## config.mk

```make
export PLATFORM = sky130hd
export DESIGN_NAME = contiguous_fit_allocator
export DESIGN_NICKNAME = d
export VERILOG_FILES = /design/src/design/cfa_pkg.sv /design/src/design/cfa_map_ram.sv /design/src/design/cfa_run_unit.sv /design/src/design/contiguous_fit_allocator.sv
export SDC_FILE = /design/constraint.sdc
export NUM_CORES = 1
export LEC_CHECK = 0
export ABC_AREA = 0
export BUFFER_PORTS_ARGS = -buffer_cell sky130_fd_sc_hd__buf_2
export CAP_MARGIN = 10
export CORE_MARGIN = 2
export CORE_UTILIZATION = 55
export DETAILED_ROUTE_END_ITERATION = 8
export GPL_TIMING_DRIVEN = 1
export PLACE_DENSITY = 0.81
export SLEW_MARGIN = 10
export SYNTH_ARGS = -nofsm -noshare
export SYNTH_HDL_FRONTEND = slang
export SYNTH_SLANG_ARGS = --single-unit
```

## constraint.sdc

```tcl
create_clock -name clk -period 7.8 [get_ports clk]
set_clock_uncertainty 0.05 [all_clocks]
set_input_delay 0.39 -clock clk [delete_from_list [all_inputs] [get_ports clk]]
set_output_delay 0.39 -clock clk [all_outputs]
set_load 0.01 [all_outputs]
```

## src/design/cfa_pkg.sv

```systemverilog
// Shared constants, types and codes for the contiguous fit allocator.
package cfa_pkg;

    // Default number of memory units under management.
    localparam int MEM_UNITS_DEF = 128;

    // Fixed field widths of the stream payloads.
    localparam int SIZE_W      = 8;
    localparam int START_W     = 7;
    localparam int HOLE_W      = 7;
    localparam int USED_W      = 8;
    localparam int MODE_W      = 2;
    localparam int IN_TDATA_W  = 16;
    localparam int OUT_TDATA_W = 24;

    // Operation codes carried in the input tuser bit.
    localparam logic OP_ALLOC = 1'b0;
    localparam logic OP_FREE  = 1'b1;

    // Placement policies.
    typedef enum logic [MODE_W-1:0] {
        FIT_FIRST = 2'd0,
        FIT_BEST  = 2'd1,
        FIT_WORST = 2'd2,
        FIT_NEXT  = 2'd3
    } fit_mode_t;

    // Control from the sequencer to the run search unit.
    typedef struct packed {
        logic clear;
        logic step;
        logic bit_used;
    } run_ctl_t;

endpackage

```

## src/design/cfa_map_ram.sv

```systemverilog
// Single-bit occupancy map memory with one write port and one registered read port.
module cfa_map_ram #(
    parameter int DEPTH = cfa_pkg::MEM_UNITS_DEF,
    parameter int AW    = $clog2(cfa_pkg::MEM_UNITS_DEF)
) (
    input  logic          clk,
    input  logic          we,
    input  logic [AW-1:0] waddr,
    input  logic          wdata,
    input  logic [AW-1:0] raddr,
    output logic          rdata
);

    logic mem [DEPTH];
    logic rdata_reg;

    // Write port.
    always_ff @(posedge clk)
    begin
        if (we)
        begin
            mem[waddr] <= wdata;
        end
    end

    // Registered read port.
    always_ff @(posedge clk)
    begin
        rdata_reg <= mem[raddr];
    end

    assign rdata = rdata_reg;

endmodule

```

## src/design/cfa_run_unit.sv

```systemverilog
// Run tracker that takes one map unit per cycle while stepped and picks a run by policy.
module cfa_run_unit #(
    parameter int MEM_UNITS = cfa_pkg::MEM_UNITS_DEF
) (
    input  logic                        clk,
    input  logic                        rst_n,
    input  cfa_pkg::run_ctl_t           ctl,
    input  logic [$clog2(MEM_UNITS)-1:0] pos,
    input  cfa_pkg::fit_mode_t          mode,
    input  logic [cfa_pkg::SIZE_W-1:0]  size,
    input  logic [$clog2(MEM_UNITS)-1:0] cursor,
    output logic                        found,
    output logic [$clog2(MEM_UNITS)-1:0] where_unit
);

    localparam int AW = $clog2(MEM_UNITS);
    localparam int UW = $clog2(MEM_UNITS + 1);
    localparam int CW = (UW > cfa_pkg::SIZE_W) ? UW : cfa_pkg::SIZE_W;
    localparam logic [AW-1:0] LAST_IDX = AW'(MEM_UNITS - 1);

    logic [AW-1:0] run_start_reg, run_start_next;
    logic [UW-1:0] run_len_reg, run_len_next;
    logic          found_reg, found_next;
    logic [AW-1:0] where_reg, where_next;
    logic [UW-1:0] best_reg, best_next;
    logic          up_found_reg, up_found_next;
    logic [AW-1:0] up_where_reg, up_where_next;

    logic          last;
    logic          ev;
    logic [AW-1:0] ev_r;
    logic [UW-1:0] ev_len;
    logic [UW-1:0] ev_end;
    logic [AW-1:0] s1;
    logic          fits;
    logic          up_fits;
    logic          take;
    logic          up_take;

    // A run closes on a used unit or at the top of memory.
    always_comb
    begin
        last    = (pos == LAST_IDX);
        ev      = ctl.step && ((ctl.bit_used && run_len_reg != '0) ||
                               (last && !ctl.bit_used));
        ev_r    = (ctl.bit_used || run_len_reg != '0) ? run_start_reg : pos;
        ev_len  = ctl.bit_used ? run_len_reg : run_len_reg + UW'(1);
        ev_end  = UW'(ev_r) + ev_len;
        s1      = (ev_r > cursor) ? ev_r : cursor;
        fits    = CW'(ev_len) >= CW'(size);
        up_fits = (ev_end > UW'(cursor)) && (CW'(ev_end - UW'(s1)) >= CW'(size));
    end

    // Candidate selection for the closed run.
    always_comb
    begin
        take    = 1'b0;
        up_take = 1'b0;
        case (mode)
            cfa_pkg::FIT_FIRST: take = fits && !found_reg;
            cfa_pkg::FIT_BEST:  take = fits && (!found_reg || ev_len < best_reg);
            cfa_pkg::FIT_WORST: take = fits && (!found_reg || ev_len > best_reg);
            cfa_pkg::FIT_NEXT:
            begin
                // Lower part is the wrapped search below the cursor.
                take    = fits && !found_reg && (ev_r < cursor);
                up_take = up_fits && !up_found_reg;
            end
            default:
            begin
                take    = 1'b0;
                up_take = 1'b0;
            end
        endcase
    end

    // Next-state of the tracker.
    always_comb
    begin
        run_start_next = run_start_reg;
        run_len_next   = run_len_reg;
        found_next     = found_reg;
        where_next     = where_reg;
        best_next      = best_reg;
        up_found_next  = up_found_reg;
        up_where_next  = up_where_reg;
        if (ctl.clear)
        begin
            run_len_next  = '0;
            found_next    = 1'b0;
            up_found_next = 1'b0;
        end
        else if (ctl.step)
        begin
            if (ctl.bit_used)
            begin
                run_len_next = '0;
            end
            else
            begin
                if (run_len_reg == '0)
                begin
                    run_start_next = pos;
                end
                run_len_next = run_len_reg + UW'(1);
            end
            if (ev && take)
            begin
                found_next = 1'b1;
                where_next = ev_r;
                best_next  = ev_len;
            end
            if (ev && up_take)
            begin
                up_found_next = 1'b1;
                up_where_next = s1;
            end
        end
    end

    // Control flags.
    always_ff @(posedge clk or negedge rst_n)
    begin
        if (!rst_n)
        begin
            run_len_reg  <= '0;
            found_reg    <= 1'b0;
            up_found_reg <= 1'b0;
        end
        else
        begin
            run_len_reg  <= run_len_next;
            found_reg    <= found_next;
            up_found_reg <= up_found_next;
        end
    end

    // Payload registers.
    always_ff @(posedge clk)
    begin
        run_start_reg <= run_start_next;
        where_reg     <= where_next;
        best_reg      <= best_next;
        up_where_reg  <= up_where_next;
    end

    assign found      = found_reg || (mode == cfa_pkg::FIT_NEXT && up_found_reg);
    assign where_unit = (mode == cfa_pkg::FIT_NEXT && up_found_reg) ? up_where_reg : where_reg;

endmodule

```

## src/design/contiguous_fit_allocator.sv

```systemverilog
// Top level of the contiguous fit allocator: sequencer, map sweep and stream ports.
//
// Input stream (s_*): one transaction is one request. s_tuser is the opcode
// (0 allocate, 1 free); s_tdata carries the run size and, for a free, its start.
// Output stream (m_*): one transaction per request with the grant in m_tuser,
// and the placed start, the hole count and the units in use in m_tdata.
// Configuration channel (cfg_*): writes the placement policy; write it only
// while no request is in flight.
//
// After reset the block sweeps the map to clear it, with s_tready low. The
// policy resets to first fit and the next-fit cursor to zero. An allocate
// reads the map once to find a run and then sweeps it once more to mark the
// run and recount holes and used units; a free skips the search and runs only
// the sweep. Both passes are set by the single read port of the map memory,
// one unit a cycle. One request is processed at a time; the result sits in an
// output register, so a new request is taken while it waits, and a stalled
// receiver holds the block only when the next result is ready to be written
// out.
module contiguous_fit_allocator #(
    parameter int MEM_UNITS = cfa_pkg::MEM_UNITS_DEF
) (
    input  logic                              clk,
    input  logic                              rst_n,
    input  logic                              s_tvalid,
    output logic                              s_tready,
    // s_tdata fields from bit 0: region_size[7:0], region_start[14:8], zero pad
    input  logic [cfa_pkg::IN_TDATA_W-1:0]    s_tdata,
    // s_tuser fields from bit 0: opcode
    input  logic                              s_tuser,
    output logic                              m_tvalid,
    input  logic                              m_tready,
    // m_tdata fields from bit 0: placed_start[6:0], hole_count[13:7],
    // used_units[21:14], zero pad
    output logic [cfa_pkg::OUT_TDATA_W-1:0]   m_tdata,
    // m_tuser fields from bit 0: granted
    output logic                              m_tuser,
    input  logic                              cfg_valid,
    output logic                              cfg_ready,
    input  logic [cfa_pkg::MODE_W-1:0]        cfg_data
);

    localparam int AW = $clog2(MEM_UNITS);
    localparam int UW = $clog2(MEM_UNITS + 1);
    localparam int CW = (UW > cfa_pkg::SIZE_W) ? UW : cfa_pkg::SIZE_W;
    localparam int LW = (AW > cfa_pkg::START_W) ? AW : cfa_pkg::START_W;
    localparam int EW = LW + 2;
    localparam logic [AW-1:0] LAST_IDX = AW'(MEM_UNITS - 1);

    typedef enum logic [4:0] {
        S_CLEAR  = 5'b00001,
        S_IDLE   = 5'b00010,
        S_SEARCH = 5'b00100,
        S_SWEEP  = 5'b01000,
        S_DONE   = 5'b10000
    } state_t;

    state_t                          state_reg, state_next;
    cfa_pkg::fit_mode_t              mode_reg, mode_next;
    logic [AW-1:0]                   cursor_reg, cursor_next;
    logic [AW-1:0]                   idx_reg, idx_next;
    logic                            iss_reg, iss_next;
    logic                            pv_reg, pv_next;
    logic                            out_valid_reg, out_valid_next;

    logic [cfa_pkg::SIZE_W-1:0]      size_reg, size_next;
    logic [AW-1:0]                   pidx_reg, pidx_next;
    logic [EW-1:0]                   lo_reg, lo_next;
    logic [EW-1:0]                   hi_reg, hi_next;
    logic                            fill_reg, fill_next;
    logic                            grant_reg, grant_next;
    logic [AW-1:0]                   placed_reg, placed_next;
    logic [UW-1:0]                   used_cnt_reg, used_cnt_next;
    logic [UW-1:0]                   hole_cnt_reg, hole_cnt_next;
    logic                            prev_reg, prev_next;
    logic                            granted_out_reg, granted_out_next;
    logic [cfa_pkg::START_W-1:0]     placed_out_reg, placed_out_next;
    logic [cfa_pkg::HOLE_W-1:0]      hole_out_reg, hole_out_next;
    logic [cfa_pkg::USED_W-1:0]      used_out_reg, used_out_next;

    logic                            accept;
    logic                            phase_done;
    logic                            size_ok;
    logic                            rd_data;
    logic                            ram_we;
    logic [AW-1:0]                   ram_waddr;
    logic                            ram_wdata;
    logic                            in_range;
    logic                            new_bit;
    logic [UW-1:0]                   cur_sum;
    logic                            grant_now;
    logic                            unit_found;
    logic [AW-1:0]                   unit_where;
    cfa_pkg::run_ctl_t               run_ctl;
    logic [cfa_pkg::SIZE_W-1:0]      in_size;
    logic [cfa_pkg::START_W-1:0]     in_start;

    // Map memory.
    cfa_map_ram #(
        .DEPTH (MEM_UNITS),
        .AW    (AW)
    ) u_map (
        .clk   (clk),
        .we    (ram_we),
        .waddr (ram_waddr),
        .wdata (ram_wdata),
        .raddr (idx_reg),
        .rdata (rd_data)
    );

    // Shared run search unit.
    cfa_run_unit #(
        .MEM_UNITS (MEM_UNITS)
    ) u_run (
        .clk        (clk),
        .rst_n      (rst_n),
        .ctl        (run_ctl),
        .pos        (pidx_reg),
        .mode       (mode_reg),
        .size       (size_reg),
        .cursor     (cursor_reg),
        .found      (unit_found),
        .where_unit (unit_where)
    );

    // Handshakes and input fields.
    assign s_tready   = (state_reg == S_IDLE);
    assign cfg_ready  = 1'b1;
    assign accept     = s_tvalid && s_tready;
    assign in_size    = s_tdata[7:0];
    assign in_start   = s_tdata[14:8];
    assign phase_done = !iss_reg && !pv_reg;

    // Request checks and sweep datapath.
    always_comb
    begin
        size_ok   = (size_reg != '0) && (CW'(size_reg) <= CW'(MEM_UNITS));
        grant_now = size_ok && unit_found;
        cur_sum   = UW'(unit_where) + UW'(size_reg);
        in_range  = (EW'(pidx_reg) >= lo_reg) && (EW'(pidx_reg) < hi_reg);
        new_bit   = in_range ? fill_reg : rd_data;
    end

    // Sequencer.
    always_comb
    begin
        state_next       = state_reg;
        mode_next        = mode_reg;
        cursor_next      = cursor_reg;
        idx_next         = idx_reg;
        iss_next         = iss_reg;
        pv_next          = 1'b0;
        pidx_next        = idx_reg;
        out_valid_next   = out_valid_reg;
        size_next        = size_reg;
        lo_next          = lo_reg;
        hi_next          = hi_reg;
        fill_next        = fill_reg;
        grant_next       = grant_reg;
        placed_next      = placed_reg;
        used_cnt_next    = used_cnt_reg;
        hole_cnt_next    = hole_cnt_reg;
        prev_next        = prev_reg;
        granted_out_next = granted_out_reg;
        placed_out_next  = placed_out_reg;
        hole_out_next    = hole_out_reg;
        used_out_next    = used_out_reg;
        ram_we           = 1'b0;
        ram_waddr        = pidx_reg;
        ram_wdata        = new_bit;
        run_ctl.clear    = 1'b0;
        run_ctl.step     = 1'b0;
        run_ctl.bit_used = rd_data;

        // Configuration write.
        if (cfg_valid && cfg_ready)
        begin
            mode_next = cfa_pkg::fit_mode_t'(cfg_data);
        end

        // Output register drains on a completed transaction.
        if (m_tready)
        begin
            out_valid_next = 1'b0;
        end

        // Address issue shared by both map passes.
        if ((state_reg == S_SEARCH || state_reg == S_SWEEP) && iss_reg)
        begin
            pv_next  = 1'b1;
            idx_next = idx_reg + AW'(1);
            if (idx_reg == LAST_IDX)
            begin
                iss_next = 1'b0;
            end
        end

        case (state_reg)
            S_CLEAR:
            begin
                ram_we    = 1'b1;
                ram_waddr = idx_reg;
                ram_wdata = 1'b0;
                idx_next  = idx_reg + AW'(1);
                if (idx_reg == LAST_IDX)
                begin
                    idx_next   = '0;
                    state_next = S_IDLE;
                end
            end
            S_IDLE:
            begin
                if (accept)
                begin
                    size_next     = in_size;
                    idx_next      = '0;
                    iss_next      = 1'b1;
                    used_cnt_next = '0;
                    hole_cnt_next = '0;
                    prev_next     = 1'b0;
                    if (s_tuser == cfa_pkg::OP_ALLOC)
                    begin
                        run_ctl.clear = 1'b1;
                        state_next    = S_SEARCH;
                    end
                    else
                    begin
                        lo_next     = EW'(in_start);
                        hi_next     = EW'(in_start) + EW'(in_size);
                        fill_next   = 1'b0;
                        grant_next  = 1'b1;
                        placed_next = '0;
                        state_next  = S_SWEEP;
                    end
                end
            end
            S_SEARCH:
            begin
                run_ctl.step = pv_reg;
                if (phase_done)
                begin
                    // A refused request leaves an empty marking window.
                    grant_next  = grant_now;
                    placed_next = grant_now ? unit_where : '0;
                    lo_next     = grant_now ? EW'(unit_where) : '0;
                    hi_next     = grant_now ? EW'(unit_where) + EW'(size_reg) : '0;
                    fill_next   = 1'b1;
                    if (grant_now)
                    begin
                        cursor_next = (cur_sum == UW'(MEM_UNITS)) ? '0 : AW'(cur_sum);
                    end
                    idx_next   = '0;
                    iss_next   = 1'b1;
                    state_next = S_SWEEP;
                end
            end
            S_SWEEP:
            begin
                // Read-modify-write of each unit with a running recount.
                if (pv_reg)
                begin
                    ram_we        = 1'b1;
                    used_cnt_next = used_cnt_reg + UW'(new_bit);
                    hole_cnt_next = hole_cnt_reg + UW'(prev_reg && !new_bit);
                    prev_next     = new_bit;
                end
                if (phase_done)
                begin
                    state_next = S_DONE;
                end
            end
            S_DONE:
            begin
                if (!out_valid_reg || m_tready)
                begin
                    out_valid_next   = 1'b1;
                    granted_out_next = grant_reg;
                    placed_out_next  = cfa_pkg::START_W'(placed_reg);
                    hole_out_next    = cfa_pkg::HOLE_W'(hole_cnt_reg);
                    used_out_next    = cfa_pkg::USED_W'(used_cnt_reg);
                    state_next       = S_IDLE;
                end
            end
            default:
            begin
                state_next = S_IDLE;
            end
        endcase
    end

    // Control registers.
    always_ff @(posedge clk or negedge rst_n)
    begin
        if (!rst_n)
        begin
            state_reg     <= S_CLEAR;
            mode_reg      <= cfa_pkg::FIT_FIRST;
            cursor_reg    <= '0;
            idx_reg       <= '0;
            iss_reg       <= 1'b0;
            pv_reg        <= 1'b0;
            out_valid_reg <= 1'b0;
        end
        else
        begin
            state_reg     <= state_next;
            mode_reg      <= mode_next;
            cursor_reg    <= cursor_next;
            idx_reg       <= idx_next;
            iss_reg       <= iss_next;
            pv_reg        <= pv_next;
            out_valid_reg <= out_valid_next;
        end
    end

    // Payload registers.
    always_ff @(posedge clk)
    begin
        size_reg        <= size_next;
        pidx_reg        <= pidx_next;
        lo_reg          <= lo_next;
        hi_reg          <= hi_next;
        fill_reg        <= fill_next;
        grant_reg       <= grant_next;
        placed_reg      <= placed_next;
        used_cnt_reg    <= used_cnt_next;
        hole_cnt_reg    <= hole_cnt_next;
        prev_reg        <= prev_next;
        granted_out_reg <= granted_out_next;
        placed_out_reg  <= placed_out_next;
        hole_out_reg    <= hole_out_next;
        used_out_reg    <= used_out_next;
    end

    // Output stream.
    assign m_tvalid = out_valid_reg;
    assign m_tuser  = granted_out_reg;
    assign m_tdata  = {2'b00, used_out_reg, hole_out_reg, placed_out_reg};

    // A refused allocation reports start zero.
    assert property (@(posedge clk) disable iff (!rst_n)
        (m_tvalid && !m_tuser) |-> (m_tdata[6:0] == 7'd0))
        else $error("refused request reports a nonzero start");

    // Read data is only consumed during a map pass.
    assert property (@(posedge clk) disable iff (!rst_n)
        pv_reg |-> (state_reg == S_SEARCH || state_reg == S_SWEEP))
        else $error("map read pipeline active outside a pass");

    // Recount results stay within the map.
    assert property (@(posedge clk) disable iff (!rst_n)
        (state_reg == S_DONE) |-> (used_cnt_reg <= UW'(MEM_UNITS) &&
                                   hole_cnt_reg <= used_cnt_reg))
        else $error("hole or used count out of range");

    // A granted allocation lies wholly inside the map.
    assert property (@(posedge clk) disable iff (!rst_n)
        (state_reg == S_SEARCH && phase_done && grant_now) |->
            (cur_sum <= UW'(MEM_UNITS)))
        else $error("granted run crosses the top of the map");

    // The next-fit cursor always names a unit.
    assert property (@(posedge clk) disable iff (!rst_n)
        (state_reg == S_SWEEP) |=> (32'(cursor_reg) < MEM_UNITS))
        else $error("next-fit cursor out of range");

endmodule
```

* Word level (Yosys, flattened, before mapping)
Memory sizes are Yosys's and may differ from the RTL's. A register that Yosys moved wholly into a read port is not among the register bits.
Index checks and enable logic that the tools add are counted.
** Word-level totals
- Bits in registers :: 145
- Bits in writable memories :: 128
- Bits of input ports :: 24
- Output and inout port bits :: 28
- Word-level logic and storage cells :: 200
- Memories kept :: 1
** Memory list
- u_map.mem :: depth 128, width 1, rd ports 1, clocked after Yosys merged registers in 1, write ports 1, line cfa_map_ram.sv:14 : logic mem [DEPTH];
** Operators by class
- $add $sub $neg :: 9
- Magnitude comparators :: 10
- Equal/unequal tests :: 18
- Mux-type cells :: 79
- Bitwise gates (word level) :: 2
- Reduce and logical (&&, ||, !) cells :: 53
** Operators by type and width (number)
- $mux W7 :: 14
- $mux W9 :: 7
- $mux W8 :: 7
- $pmux W9 S2 :: 2
- $mux W1 :: 32
- $pmux W8 S2 :: 2
- $mux W5 :: 5
- $pmux W5 S5 :: 1
- $pmux W7 S3 :: 1
- $logic_and A1 B1 Y1 :: 19
- $add A7 B8 Y9 :: 2
- $add A7 B8 Y8 :: 2
- $add A8 B1 Y8 :: 2
- $ge A8 B8 Y1 :: 2
- $reduce_bool A8 Y1 :: 2
- $eq A7 B7 Y1 const B :: 2
- $pmux W7 S2 :: 1
- $reduce_and A3 Y1 :: 4
- $ne A2 B2 Y1 const B :: 5
- $pmux W1 S2 :: 5
- $reduce_bool A2 Y1 :: 5
- $ge A7 B9 Y1 :: 1
- $lt A7 B9 Y1 :: 1
- $add A8 B1 Y8 const B :: 1
- 27 further kinds :: 46

* Longest topological paths before layout
- Word-level depth :: 14
- Gate-level depth with buffers :: 29
- Depth with buffers taken out :: 28

* By module
Synthesis repeated with hierarchy kept, for this count alone.
** Second synthesis, totals
- Cell total of the unflattened synthesis :: 1177
- Area total of the unflattened synthesis :: 14219.9 um^2
** Modules (own cells, without submodules)
- cfa_map_ram :: instances 1, cells an instance 395, area each 5719.2 um^2, sequential area each 3863.7 um^2
- contiguous_fit_allocator :: instances 1, cells an instance 425, area each 5027.3 um^2, sequential area each 2904.0 um^2
- cfa_run_unit :: instances 1, cells an instance 357, area each 3473.3 um^2, sequential area each 1121.1 um^2

* Least setup slack after synthesis
OpenSTA, ideal clock, no wires.
- Kind :: register -> register
- Start point :: register u_run.run_len_reg[0]
- End point :: register u_run.up_where_reg[0], enable pin
- Library setup time :: 373 ps
- Data arrival time :: 5355 ps
- Data required time :: 7377 ps
- Slack :: 2021 ps
- Stages on the path, launching flop included :: 28
- Path buffers :: 1
- Period minus slack after synthesis :: 5779 ps
- Cells stage by stage :: dfrtp_1 -> inv_1 -> ha_1 -> nor4b_1 -> nand2_1 -> nor2_4 -> mux2i_1 -> inv_1 -> ha_1 -> nor2b_1 -> o21ai_0 -> a21oi_1 -> a2111oi_2 -> o21bai_1 -> buf_2 -> o21ai_0 -> ha_1 -> fa_1 -> nor2b_1 -> o21ai_0 -> nand2b_1 -> a21o_1 -> a21oi_1 -> xnor2_1 -> ha_1 -> a21o_1 -> a21oi_1 -> a2111oi_4
** Between the ends
- Word-level cells in the longest chain between the ends :: 12
- Elaborated cells on any way between the ends :: 19
- Those cells by class :: add/sub (3); order compare (3); mux (4); reduce/logical (9)
** RTL lines
- start: declaration :: line cfa_run_unit.sv:22 : logic [UW-1:0] run_len_reg, run_len_next;
- start signal: assignment :: line cfa_run_unit.sv:132 : run_len_reg <= run_len_next;
- $reduce_bool A8 Y1 :: line cfa_run_unit.sv:46 : ev_r = (ctl.bit_used || run_len_reg != '0) ? run_start_reg : pos;
- $logic_or A1 B1 Y1 :: line cfa_run_unit.sv:46
- $mux W7 :: line cfa_run_unit.sv:46
- net u_run.ev_r[1] :: line cfa_run_unit.sv:31 : logic [AW-1:0] ev_r;
- $gt A7 B7 Y1 :: line cfa_run_unit.sv:49 : s1 = (ev_r > cursor) ? ev_r : cursor;
- $mux W7 :: line cfa_run_unit.sv:49
- net u_run.s1[0] :: line cfa_run_unit.sv:34 : logic [AW-1:0] s1;
- $sub A8 B7 Y8 :: line cfa_run_unit.sv:51 : up_fits = (ev_end > UW'(cursor)) && (CW'(ev_end - UW'(s1)) >= CW'(size));
- $ge A8 B8 Y1 :: line cfa_run_unit.sv:51
- $logic_and A1 B1 Y1 :: line cfa_run_unit.sv:51
- $logic_and A1 B1 Y1 :: line cfa_run_unit.sv:67 : up_take = up_fits && !up_found_reg;
- $mux W1 :: line cfa_run_unit.sv:59 : case (mode)
- $logic_and A1 B1 Y1 :: line cfa_run_unit.sv:113 : if (ev && up_take)
- $reduce_and A3 Y1 (no source line)
- end signal: assignment :: line cfa_run_unit.sv:144 : up_where_reg <= up_where_next;
- end: declaration :: line cfa_run_unit.sv:27 : logic [AW-1:0] up_where_reg, up_where_next;
The timed path passes the listed nets, and every way through them passes these cells.
A chain may end at the register's enable or synchronous reset.

* Worst setup path in the final report
- Start point :: register u_run.run_len_reg[1]
- End point :: register u_run.up_where_reg[2], enable pin
Same word-level chain as after synthesis.

==> results_dict.tcl <==
set metrics [dict create \
    fin_tns_setup_ns 0 \
    drive_gt1_share_pct 13.30 \
    r2r-end "u_run.up_where_reg[2]" \
    slowest_delay_ns 0.68 \
    ios 52 \
    max_slew_margin_pct 19.42 \
    cts-root-buf "clkbuf_16" \
    die_area_um2 27020 \
    crit_top_cell "ha_1" \
    synth_warnings 0 \
    layout.nets 1344 \
    max_freq_mhz 144.4 \
    cp-start-kind "register" \
    portBuffers 47 \
    htree_levels 1 \
    die_w_um 164.4 \
    first_iter_violations 1054 \
    grt_pass1_vias 9552 \
    tritoncts "built" \
    syn_to_final_growth_pct 9.843 \
    drt_wl_total_um 32700 \
    yosysSeqAreaShare_pct 55.76 \
    clkTransAtPathRegs_ns 0.06 \
    hpwlAfterDp_um 22010 \
    synth_common_cells "229 x edfxtp_1, 197 x nor2_1, 90 x ha_1, 71 x inv_1, 62 x nand2_1" \
    coreArea_um2 25250 \
    place.gp.congestion 0.8731 \
    cts_made_buffers 28 \
    synth_ff_type "edfxtp_1" \
    cpMaxStageDelayCell "a2111oi_4" \
    crit_path_max_fanout 9 \
    gr-total-overflow 0 \
    worst_pin_slew_ns 1.209 \
    worstSetupPathType "reg -> reg" \
    track_usage_pct 24.66 \
    synth_edf_count 229 \
    rsz0062_at_grt "no" \
    r2r_setup_slack_ns 0.88 \
    outcome "finished, final reports clean" \
    hold_path_class "in -> reg" \
    synth_area_um2 14150 \
    vias 9498 \
    period_minus_slack_ns 6.925 \
    r2r_start "u_run.run_len_reg[1]" \
    yosysTopAreaCellShare_pct 48.60 \
    cap_violations 0 \
    largest_register_ffs 128 \
    worstPathArrival_ns 7.05 \
    final_antenna_net_count 0 \
    ir_worst_vdd_uv 243.9 \
    synthTopCellsByArea "edfxtp_1 49%, ha_1 8.0%, dfrtp_1 5.8%" \
    fill_cells 1915 \
    cts_setup_buffers 0 \
    crit_path_end "u_run.up_where_reg[2]" \
    cp_data_required_time_ns 7.92 \
    ys_types 80 \
    leakage_nw 5.886 \
    postSynthAreaPerCell_um2 12.00 \
    initial_core_util_pct 56.02 \
    vias_per_cell 6.019 \
    drtPass1Iterations 5 \
    clk_path_buf_depth 3 \
    grt_max_degree 129 \
    cts_sinks 271 \
    syn_inst 1179 \
    rows 58 \
    crit_start "u_run.run_len_reg[1]" \
    antenna_found_initial 0 \
    synth_area_leader_cell "edfxtp_1" \
    clk_latency_ns 0.55 \
    cts_hold_buffers 5 \
    grt_pass1_wl_um 51230 \
    power_density_nw_per_um2 324.0 \
    die_h_um 164.4 \
    hold_viol 0 \
    async_flop_share_pct 12.55 \
    cts_resized 0 \
    wire_per_inst_um 20.72 \
    yosysMostFrequentCell "edfxtp_1" \
    r2r_cells 26 \
    slew_violations 0 \
    drc 0 \
    finalPower_mw 5.035 \
    end_kind "register" \
    setup_viol 0 \
    synth-seq-cells 271 \
    finalCritPeriodShare_pct 88.78 \
    diodes 0 \
]
[where the power goes]
group,internal (mW),switching (mW)
combinational,0.725,1.07
sequential,1.88,0.106
clock,0.709,0.544
[cell families after synthesis]
group | Yosys count | share of synthesized area, %
flops | 271 | 55.76
simple gates | 394 | 13.20
buf+inv | 115 | 3.467
other cells | 2 | 0.05308
compound gates | 183 | 8.578
mux | 75 | 7.632
fa+ha+maj | 94 | 8.525
xor+xnor | 45 | 2.786
[critical path: cells and delay by family (launching register included)]
| kind | cells | cell delay [ns] |
|---|---|---|
| multiplexers | 1 | 0.44 |
| adder cells (fa/ha/maj) | 5 | 1.46 |
| AO/OA/AOI/OAI | 11 | 2.69 |
| buffers and inverters | 2 | 0.26 |
| AND/OR/NAND/NOR | 6 | 1.10 |
| flip-flops | 1 | 0.41 |
| XOR/XNOR | 1 | 0.13 |
[routing by layer]
metal,vias up,part of all wire [%],GRT usage [%]
met4,0,4.8,10.47
met5,-,0,0
met1,4584,39,31.44
met2,437,49,42.15
li1,4357,-,-
met3,120,7.9,3.767
[cells in the final DEF (no fill, tap or decap), types with 7 or more instances in the layout]
cell       count
a21o_1        25
a21oi_1       37
a31oi_1        7
buf_2         47
clkbuf_1      10
clkbuf_16     30
clkinv_1       7
dfrtp_1       32
dfxtp_1        8
edfxtp_1     229
ha_1          90
inv_1         71
mux2_2        15
mux2_4         7
mux2i_1       31
mux4_2        22
nand2_1       62
nand2b_1      22
nand3_1       31
nor2_1       196
nor2b_1       13
nor3_1        12
o21ai_0       50
o22ai_1        9
xnor2_1       23
xor2_1        22
[how the worst min path moves through the flow]
stage                       start                end  slack [ns]  cells after the start
global route           s_tdata[2]        size_reg[2]        0.02                      1
CTS                    s_tdata[3]        size_reg[3]       0.006                      1
floorplan                   rst_n      cursor_reg[0]        0.04                      0
detailed placement  placed_reg[0]  placed_out_reg[0]        0.35                      0
global placement    placed_reg[4]  placed_out_reg[4]        0.35                      0
finish                 s_tdata[2]        size_reg[2]        0.03                      1
[per-stage QoR]
stage               hold slack [ns]  instances  area, um2  worst slack, ns  util [%]
finish                      0.02758       1578      15540           0.8752     61.54
global route                0.01506       1578      15540           0.2673     61.54
CTS                        0.006027       1578      15540           0.8810     61.54
detailed placement           0.3545       1521      14640            1.030     57.97
global placement             0.3530       1521      14640            1.129     57.97
floorplan                   0.04441       1180      14150            2.021         -
[cell type report]
cell class	instances	area, um2	area share (%)
Sequential cell	271	7890	50.77
Multi-Input combinational cell	794	5782	37.20
Clock buffer	41	802.0	5.161
Tap cell	330	412.9	2.657
Timing Repair Buffer	58	330.3	2.125
Inverter	73	274.0	1.763
Clock inverter	11	50.05	0.3220
No activity file was read; power rests on OpenSTA's default activity.
